### src/sv/alusf_pkg.sv
// shared types and select codes for the byte alu with status flags
package alusf_pkg;

    typedef logic [7:0] t_byte;

    typedef struct packed {
        logic negative;
        logic overflow;
        logic zero;
        logic carry;
    } t_flags;

    typedef struct packed {
        t_byte  result;
        t_flags flags;
    } t_alu_out;

    localparam int unsigned LOGIC_BIT = 3;
    localparam int unsigned SIGN_BIT  = 7;

    localparam t_byte OP_INC    = 8'h00;
    localparam t_byte OP_SUB    = 8'h60;
    localparam t_byte OP_ADD    = 8'h90;
    localparam t_byte OP_SHL    = 8'hc0;
    localparam t_byte OP_DEC    = 8'hf0;
    localparam t_byte OP_NOT    = 8'h08;
    localparam t_byte OP_XOR    = 8'h68;
    localparam t_byte OP_PASS_B = 8'ha8;
    localparam t_byte OP_AND    = 8'hb8;
    localparam t_byte OP_OR     = 8'he8;

    localparam logic [8:0] SUB_BIAS = 9'h100;
    localparam logic [8:0] DEC_ADD  = 9'h1ff;

endpackage

### src/sv/alusf_core.sv
// combinational alu datapath and flag generation
module alusf_core (
    input  alusf_pkg::t_byte    i_alu_select,
    input  alusf_pkg::t_byte    i_operand_a,
    input  alusf_pkg::t_byte    i_operand_b,
    input  logic                i_carry_in,
    output alusf_pkg::t_alu_out o_out
);
    import alusf_pkg::*;

    logic [8:0] w_a9;
    logic [8:0] w_b9;
    logic [8:0] w_nb9;
    logic [8:0] w_cin9;
    logic [8:0] w_sum;
    logic       w_arith;
    logic       w_ovf;

    assign w_a9   = {1'b0, i_operand_a};
    assign w_b9   = {1'b0, i_operand_b};
    assign w_nb9  = {1'b0, ~i_operand_b};
    assign w_cin9 = {8'b0, i_carry_in};

    always_comb begin
        case (i_alu_select)
            OP_INC:    w_sum = w_a9 + w_cin9;
            OP_SUB:    w_sum = w_a9 + w_nb9 + w_cin9 + SUB_BIAS;
            OP_ADD:    w_sum = w_a9 + w_b9 + w_cin9;
            OP_SHL:    w_sum = w_a9 + w_a9 + w_cin9;
            OP_DEC:    w_sum = w_a9 + DEC_ADD + w_cin9;
            OP_NOT:    w_sum = {1'b0, ~i_operand_a};
            OP_XOR:    w_sum = {1'b0, i_operand_a ^ i_operand_b};
            OP_PASS_B: w_sum = w_b9;
            OP_AND:    w_sum = {1'b0, i_operand_a & i_operand_b};
            OP_OR:     w_sum = {1'b0, i_operand_a | i_operand_b};
            default:   w_sum = '0;
        endcase
    end

    always_comb begin
        if (i_alu_select == OP_ADD) begin
            w_ovf = (i_operand_a[SIGN_BIT] ^ w_sum[SIGN_BIT])
                  & (i_operand_b[SIGN_BIT] ^ w_sum[SIGN_BIT]);
        end else if (i_alu_select == OP_SUB) begin
            w_ovf = (i_operand_a[SIGN_BIT] ^ i_operand_b[SIGN_BIT])
                  & (i_operand_a[SIGN_BIT] ^ w_sum[SIGN_BIT]);
        end else begin
            w_ovf = 1'b0;
        end
    end

    assign w_arith = ~i_alu_select[LOGIC_BIT];

    assign o_out.result         = w_sum[7:0];
    assign o_out.flags.negative = w_arith & w_sum[SIGN_BIT];
    assign o_out.flags.overflow = w_ovf;
    assign o_out.flags.zero     = (w_sum[7:0] == 8'h00);
    assign o_out.flags.carry    = w_arith & w_sum[8];

endmodule

### src/sv/alu_with_status_flags_unit.sv
// top level: input register, alu datapath and result register with handshakes
// Byte-wide 74181-style ALU with N, V, Z and C flags. One transaction is
// accepted per clock cycle when the output side keeps up; a transaction is
// held first in the input register and then, once the ALU datapath between
// them has computed it, in the result register. While a finished result
// waits for i_ready, the input register still takes a new transaction, so a
// stalled output does not stop the input until both registers are full. The
// unit holds no state besides these registers; carry_in is ignored by the
// logical codes, and unlisted select codes give a zero result with only Z set.
module alu_with_status_flags_unit (
    input  logic             i_clk,
    input  logic             i_rst_n,
    input  logic             i_valid,
    output logic             o_ready,
    input  alusf_pkg::t_byte i_alu_select,
    input  alusf_pkg::t_byte i_operand_a,
    input  alusf_pkg::t_byte i_operand_b,
    input  logic             i_carry_in,
    output logic             o_valid,
    input  logic             i_ready,
    output alusf_pkg::t_byte o_result,
    output logic             o_flag_negative,
    output logic             o_flag_overflow,
    output logic             o_flag_zero,
    output logic             o_flag_carry
);
    import alusf_pkg::*;

    logic     r_in_valid;
    logic     n_in_valid;
    t_byte    r_in_sel;
    t_byte    r_in_a;
    t_byte    r_in_b;
    logic     r_in_cin;
    logic     r_out_valid;
    logic     n_out_valid;
    t_alu_out r_out;
    t_alu_out w_core;
    logic     w_out_free;
    logic     w_in_free;

    alusf_core u_core (
        .i_alu_select (r_in_sel),
        .i_operand_a  (r_in_a),
        .i_operand_b  (r_in_b),
        .i_carry_in   (r_in_cin),
        .o_out        (w_core)
    );

    assign w_out_free = ~r_out_valid | i_ready;
    assign w_in_free  = ~r_in_valid | w_out_free;

    always_comb begin
        n_in_valid  = w_in_free ? i_valid : r_in_valid;
        n_out_valid = w_out_free ? r_in_valid : r_out_valid;
    end

    always_ff @(posedge i_clk) begin
        if (!i_rst_n) begin
            r_in_valid  <= 1'b0;
            r_out_valid <= 1'b0;
        end else begin
            r_in_valid  <= n_in_valid;
            r_out_valid <= n_out_valid;
        end
    end

    always_ff @(posedge i_clk) begin
        if (w_in_free && i_valid) begin
            r_in_sel <= i_alu_select;
            r_in_a   <= i_operand_a;
            r_in_b   <= i_operand_b;
            r_in_cin <= i_carry_in;
        end
        if (w_out_free && r_in_valid) begin
            r_out <= w_core;
        end
    end

    assign o_ready         = w_in_free;
    assign o_valid         = r_out_valid;
    assign o_result        = r_out.result;
    assign o_flag_negative = r_out.flags.negative;
    assign o_flag_overflow = r_out.flags.overflow;
    assign o_flag_zero     = r_out.flags.zero;
    assign o_flag_carry    = r_out.flags.carry;

`ifndef SYNTHESIS
    a_zero_flag : assert property (@(posedge i_clk) disable iff (!i_rst_n)
        o_valid |-> (o_flag_zero == (o_result == 8'h00)))
        else $error("zero flag does not match result");

    a_advance : assert property (@(posedge i_clk) disable iff (!i_rst_n)
        r_in_valid && !r_out_valid |=> r_out_valid)
        else $error("input register did not advance into empty result register");

    a_logic_flags : assert property (@(posedge i_clk) disable iff (!i_rst_n)
        r_in_valid && w_out_free && r_in_sel[LOGIC_BIT]
            |=> !o_flag_carry && !o_flag_negative)
        else $error("logical operation produced carry or negative flag");

    a_reset : assert property (@(posedge i_clk)
        !i_rst_n |=> !o_valid && !r_in_valid)
        else $error("valid set after reset");
`endif

endmodule
### config.mk
export PLATFORM = sky130hd
export DESIGN_NAME = alu_with_status_flags_unit
export DESIGN_NICKNAME = d
export VERILOG_FILES = /design/src/sv/alusf_pkg.sv /design/src/sv/alusf_core.sv /design/src/sv/alu_with_status_flags_unit.sv
export SDC_FILE = /design/constraint.sdc
export NUM_CORES = 1
export LEC_CHECK = 0
export BUFFER_PORTS_ARGS = -buffer_cell sky130_fd_sc_hd__clkbuf_2
export CAP_MARGIN = 30
export CORE_AREA = 2 2 82 68
export CTS_BUF_LIST = sky130_fd_sc_hd__clkbuf_4 sky130_fd_sc_hd__clkbuf_8 sky130_fd_sc_hd__clkbuf_16
export DETAILED_ROUTE_END_ITERATION = 8
export DIE_AREA = 0 0 84 70
export PLACE_DENSITY = 0.87
export SYNTH_ARGS = -nofsm -noshare
export SYNTH_HDL_FRONTEND = slang
export SYNTH_SLANG_ARGS = --single-unit
### constraint.sdc
create_clock -name i_clk -period 4.5 [get_ports i_clk]
set_input_delay 0.225 -clock i_clk [delete_from_list [all_inputs] [get_ports i_clk]]
set_output_delay 0.225 -clock i_clk [all_outputs]
set_load 0.005 [all_outputs]
Word level (Yosys, flattened, before mapping)
Cells that the tools add are included.
- output and inout port bits: 14
- logic and storage cells: 54
- register bits after elaboration: 39
- input port bits: 29
- bitwise gates (word level): 17
- reduce and logical (&&, ||, !) cells: 4
- muxes and demuxes: 3
- $add $sub $neg: 10
- equality and inequality tests: 9
- operators by type and width (cell ; number):
    case mux 9 bit (10 select lines) ; 1
    equality test 8 bit (second input constant) ; 6
    adder 9 x 1 -> 9 bit ; 4
    adder 8 x 8 -> 9 bit ; 3
    equality test 8 x 7 -> 1 bit (second input constant) ; 2
    logical NOT 8 bit ; 2
    inverter 8 bit ; 2
    adder 8 x 1 -> 9 bit ; 1
    adder 8 x 9 -> 9 bit (second input constant) ; 1
    adder 9 bit (second input constant) ; 1
    AND 8 bit ; 1
    equality test 8 x 4 -> 1 bit (second input constant) ; 1
    bitwise OR 8 bit ; 1
    bitwise XOR 8 bit ; 1
    AND 1 bit ; 4
    inverter 1 bit ; 3
    bitwise XOR 1 bit ; 3
    logical AND 1 bit ; 2
    2-to-1 mux 1 bit ; 2
    bitwise OR 1 bit ; 2

Logic depth before layout (Yosys ltp)
Gate-level depths: netlist (run 1).
- word-level depth: 9
- gate-level depth with buffers: 11

Hierarchy
Synthesis (run 1) repeated with hierarchy kept, for this count alone.
- cells, all modules: 315
- area, all modules: 3074.2 µm²
- by module, submodules not included (module ; area an instance (µm²) ; instances ; cells an instance ; sequential area each (µm²)):
    alusf_core ; 1859.3 ; 1 ; 269 ; 0.0
    alu_with_status_flags_unit ; 1214.9 ; 1 ; 46 ; 1151.1

Worst setup path before layout (run 1)
Ideal clock, no wire load.
- kind: reg2reg
- start: register r_in_a[0]
- end: register r_out, in the netlist o_flag_zero (data pin)
- period minus slack after synthesis: 2.636 ns
- cell stages (with the launch flop): 12
- buffers on the path: 0
- data required time: 4.331 ns
- path slack: 1.864 ns
- data arrival time: 2.468 ns
- cell sequence: edfxtp_1 -> inv_1 -> fa_1 -> inv_1 -> fa_1 -> a21oi_1 -> o21bai_1 -> a221oi_1 -> a21oi_1 -> a2111o_1 -> nor4_1 -> nor4b_2
- RTL lines (what ; RTL line ; RTL):
    start: declaration ; alu_with_status_flags_unit.sv:32 ; t_byte r_in_a;
    start signal: assignment ; alu_with_status_flags_unit.sv:71 ; r_in_a <= i_operand_a;
    end signal: assignment ; alu_with_status_flags_unit.sv:76 ; r_out <= w_core;
    end: declaration ; alu_with_status_flags_unit.sv:37 ; t_alu_out r_out;

==> flow_summary.yaml, run 1 <==
timing:
  slew_violations: 0
  fin_crit_sh_pct: 70.0
  finClkSkew_ps: 8.41
  hold_violations: 0
  rsz0062_at_grt: "no"
  slew_headroom_pct: 33.4
  max_freq_mhz: 318
  period_needed_ps: 3150
  tns_ps: 0
  finalSetupViolations: 0
  worst_pin_slew_ps: 996
pwr:
  finalPower_uw: 990
  leakagePower_uw: 0.00146
  peakVddDrop_v: 0.000171
  power_density_nw_per_um2: 283
min_path:
  holdCritStartpoint: "i_operand_b[4]"
  hold_class: "input port to register"
critical_path:
  required_ps: 4640
  crit_fanout: 5
  cp-start-kind: "register"
  r2r_start: "r_in_a[0]$_DFFE_PP_"
  critPathCaptureType: "register"
  startpoint: "r_in_a[0]$_DFFE_PP_"
  critPathArrivalTime_ps: 3280
  crit_type: "register to register"
floorplanning:
  ios: 43
  die_area_um2: 5880
  initial_core_util_pct: 59.7
  die_x_um: 84
  die_h_um: 70
  rows: 24
  core_area_um2: 5190
place:
  portBuffers: 42
  hpwl_mm: 6.56
  dp_cells: 407
  place_congestion: 1.01
synth:
  yosysMostFrequentCell: "edfxtp_1"
  ys_seq_elements: 39
  synth_top_family_by_area: "compound AO/OA/AOI/OAI gates"
  synthMuxAreaShare_pct: 1.69
  syn_area_um2: 3100
  ys.flop_type: "edfxtp_1"
  synth_xor_area_share_pct: 4.23
  yosys_warnings: 0
  synth_compound_area_share_pct: 19.4
  synth_fa_ha_area_share_pct: 13.5
  synthTopCellsByCount: "37 x edfxtp_1, 27 x ha_1, 25 x inv_1, 18 x nor2_1"
  ys_types: 66
  synth_area_per_cell_um2: 10.1
  ys_async_sr_fraction_pct: 0
  synth_top_area_cell: "edfxtp_1"
  yosys.area.top_type_share_pct: 35.8
  synthTopCellsByArea: "edfxtp_1 36%, ha_1 11%, xnor2_1 3.1%, inv_1 3.0%, fa_1 2.6%"
  syn_nets: 368
  synth_cells: 308
  seq_area_frac_synth_pct: 37.1
  synthSimpleGateAreaFrac_pct: 18.7
  synth-edff-count: 37
final_layout:
  post_route_cells_drive_above_1_share_pct: 19.7
  syn2layout_area_growth_pct: 12.8
  finish.utilization_pct: 67.4
  layout.nets: 409
  instances_no_fill: 415
  num_antenna_cells: 0
  fillCellCount: 423
  multi_input_area_um2: 1780
  seq_area_um2: 1150
clocking:
  clk_latency_ps: 300
  h-tree-depth: 2
  cts_tree: "built"
  postCtsSetupRepairBufs: 0
  clk_pin_slew_worst_paths_ps: 90
  cts_hold_buf: 0
  cts-root-buf: "clkbuf_8"
  clock_sinks: 39
  cts_buffer_depth: 2
  cts_buffers: 5
  cts_resized: 0
detailed_routing:
  drtIter0Drc: 378
  dr.pass1.iters: 5
  routed_wirelength_mm: 8.65
  drt-vias-per-instance: 6.54
  drc: 0
  drtAntennaViolNets: 0
  vias: 2716
  detail_route.wl_per_cell_um: 20.8
run_status:
  status: "completed"
run:
  drv_cap: 0
global_routing:
  grtUsageTotal_pct: 30.5
  antenna_found_initial: 0
  grt_pass1_vias: 2636
  grt_first_pass_wirelength_mm: 13.8
  gr-total-overflow: 0
  grt_start_max_net_pins: 23
[final timing paths]
check | end | slack, ps | cells after the start
setup / recovery | o_flag_zero$_DFFE_PP_ | 1350 | 10
hold / removal | r_in_b[4]$_DFFE_PP_ | 90 | 1
setup reg to reg | o_flag_zero$_DFFE_PP_ | 1350 | 10
hold reg to reg | o_valid$_SDFFE_PN0P_ | 540 | 1
[cell families after synthesis]
family	count (synthesis)
AND/OR/NAND/NOR	95
AO/OA/AOI/OAI	84
buffers and inverters	39
flip-flops	39
adder cells (fa/ha/maj)	31
XOR/XNOR	15
multiplexers	5
[layout make-up]
| cell class | instances | area share [%] |
|---|---|---|
| Inverter | 25 | 2.68 |
| Tap cell | 65 | 2.32 |
| Timing Repair Buffer | 48 | 7.29 |
| Clock inverter | 2 | 1.72 |
| Multi-Input combinational cell | 230 | 50.9 |
| Clock buffer | 6 | 2.18 |
| Sequential cell | 39 | 32.9 |
[stage by stage]
step	hold WS [ps]	area, µm²	setup slack (ps)
6_report	90.7	3500	1350
5_1_grt	84.5	3500	1180
4_1_cts	90.8	3500	1360
3_5_place_dp	404	3360	1400
3_3_place_gp	402	3360	1430
2_1_floorplan	324	3100	1860
[flip-flops by register name, indices dropped and copies added (netlist names)]
name and cells:
o_flag_overflow 1, r_in_a 8, o_flag_negative 1, o_flag_zero 1, r_in_sel 8, r_in_cin 1, r_in_b 8, o_result 8
o_valid 1, r_in_valid 1, o_flag_carry 1
[per-layer routing]
metal  wire length [µm]  vias to the layer above  track usage (%)
met5                  0                        -                0
met4                245                        0             11.5
met3                964                       27             11.1
met2               3750                      164             45.0
met1               3690                     1278             41.2
li1                   -                     1247                -
[cells in the final DEF (no fill, tap or decap), types with 5 or more instances in the layout]
cell type	count
edfxtp_1	37
inv_1	25
a21oi_1	14
xnor2_1	11
nor2_1	18
clkbuf_8	5
o21ai_0	13
nand2_1	14
and3_1	8
buf_4	6
nand3_1	13
nor3_1	6
a31oi_1	5
ha_1	27
clkbuf_2	42
[where the power goes]
| group | leakage, µW | internal [µW] | total (µW) | switching (µW) |
|---|---|---|---|---|
| logic | 0.00102 | 75.8 | 177 | 101 |
| registers | 0.000370 | 422 | 449 | 27.6 |
| clock network | 0.0000688 | 228 | 364 | 136 |
[critical path, stage by stage (launching register included)]
cell      delay [ps]
edfxtp_1         510
fa_1             480
inv_1             90
fa_1             230
nor3_1            80
nor3_1           430
o22a_1           200
a21oi_1           60
a2111o_1         350
nor4_1           320
nor4b_2          240
(Power assumes the default switching activity.)
==> inputs of run 2 (changes only) <==
Settings changed: CORE_AREA 2 2 82 68 to 2 2 89 74, DIE_AREA 0 0 84 70 to 0 0 91 76, PLACE_DENSITY 0.87 to 0.78.
Clock period 4.5 ns to 2.88 ns, I/O delays scaled along.
==> run 2 against run 1 <==
- hold slack got worse by 72 ps
- final cell count rose by 11%
- critical path type unchanged
- total power rose by 59%
- core utilization fell by 5.9 points
- critical endpoint unchanged
==> flow_summary.yaml, run 2 (synthesis gave the netlist of run 1 again) <==
run_status:
  status: "completed"
clocking:
  cts_buffers: 5
  cts_buffer_depth: 2
  clk_latency_ps: 290
  cts_tree: "built"
  h-tree-depth: 2
  clock_sinks: 39
  cts-root-buf: "clkbuf_8"
  cts_hold_buf: 0
  clk_pin_slew_worst_paths_ps: 80
timing:
  max_freq_mhz: 351
  rsz0062_at_grt: "yes"
  layout_setup_ws_ps: 29.7
  finalSetupViolations: 0
  whs_ps: 18.4
  hold_violations: 0
  slew_headroom_pct: 39.0
  worst_pin_slew_ps: 913
  slew_violations: 0
  fin_crit_sh_pct: 99.0
  tns_ps: 0
  finClkSkew_ps: 4.37
  period_needed_ps: 2850
detailed_routing:
  drc: 0
  drt-vias-per-instance: 6.16
  drtIter0Drc: 289
  drtAntennaViolNets: 0
  vias: 2840
  dr.pass1.iters: 5
  detail_route.wl_per_cell_um: 19.5
  routed_wirelength_mm: 9.01
pwr:
  peakVddDrop_v: 0.000186
  power_density_nw_per_um2: 420
  leakagePower_uw: 0.00160
final_layout:
  num_antenna_cells: 0
  mostFrequentLayoutCell: "clkbuf_2"
  seq_area_um2: 1150
  finish.utilization_pct: 61.5
  post_route_cells_drive_above_1_share_pct: 27.1
  multi_input_area_um2: 1820
  syn2layout_area_growth_pct: 21.2
  layout.nets: 436
  layout_common_cells: "42 x clkbuf_2, 37 x edfxtp_1, 33 x buf_4"
  fillCellCount: 542
global_routing:
  gr-total-overflow: 0
  grt_first_pass_wirelength_mm: 14.3
  antenna_found_initial: 0
  grtUsageTotal_pct: 26.7
  grt_start_max_net_pins: 22
  grt_pass1_vias: 2668
critical_path:
  cp-start-kind: "register"
  crit_type: "register to register"
  crit_fanout: 3
  critPathArrivalTime_ps: 2980
  required_ps: 3010
  critPathCaptureType: "register"
place:
  place_ws_ps: -71.1
  portBuffers: 42
  place_congestion: 0.970
  hpwl_mm: 6.86
floorplanning:
  rows: 26
  die_x_um: 91
  initial_core_util_pct: 50.7
  ios: 43
  core_area_um2: 6120
  die_area_um2: 6920
  die_h_um: 76
min_path:
  hold_class: "input port to register"
run:
  drv_cap: 0
run 2: critical path: stages (launching register included):
cell	delay (ps)
edfxtp_1	420
inv_2	110
fa_1	200
inv_1	60
fa_2	370
nor3_4	160
nor3_4	60
buf_4	140
o31a_1	240
a221o_1	350
o31ai_1	60
o2111ai_1	190
nor4b_2	310
run 2: layout make-up:
type | count | share of cell area, %
Multi-Input combinational cell | 230 | 48.3
Sequential cell | 39 | 30.6
Timing Repair Buffer | 75 | 12.2
Tap cell | 84 | 2.79
Inverter | 25 | 2.50
Clock buffer | 6 | 2.03
Clock inverter | 2 | 1.60
run 2: power breakdown:
part | internal, µW | switching [µW]
Clock | 356 | 202
Sequential | 659 | 25.6
Combinational | 149 | 187
run 2: timing repair:
item                                    4_1_cts  5_1_grt
gates cloned                                  0        0
endpoints found under the setup margin        1        3
pin swaps                                     2        6
gates resized for setup                       6        2
buffers inserted                              5        3
run 2: per-stage QoR:
| step | instance area (µm²) | cells | power (µW) |
|---|---|---|---|
| 6_report | 3760 | 461 | 1580 |
| 5_1_grt | 3760 | 461 | 1640 |
| 4_1_cts | 3730 | 458 | 1570 |
| 3_5_place_dp | 3530 | 445 | 1000 |
| 3_3_place_gp | 3530 | 445 | 998 |
| 2_1_floorplan | 3100 | 308 | 890 |
run 2: metal layers:
layer | wire length, µm | GRT usage (%) | share of wire, %
met5 | 0 | 0 | 0
met4 | 149 | 6.06 | 1.7
met1 | 3840 | 38.4 | 43
met3 | 987 | 6.33 | 11
met2 | 4040 | 41.0 | 45
run 2: path summary, 6_finish.rpt:
kind / from / endpoint / cells after the start / slack [ps]
max: r_in_b[0]$_DFFE_PP_ / o_flag_zero$_DFFE_PP_ / 12 / 30
min: i_operand_b[6] / r_in_b[6]$_DFFE_PP_ / 1 / 20
max reg2reg: r_in_b[0]$_DFFE_PP_ / o_flag_zero$_DFFE_PP_ / 12 / 30
min reg2reg: r_in_valid$_SDFFE_PN0N_ / o_valid$_SDFFE_PN0P_ / 1 / 520
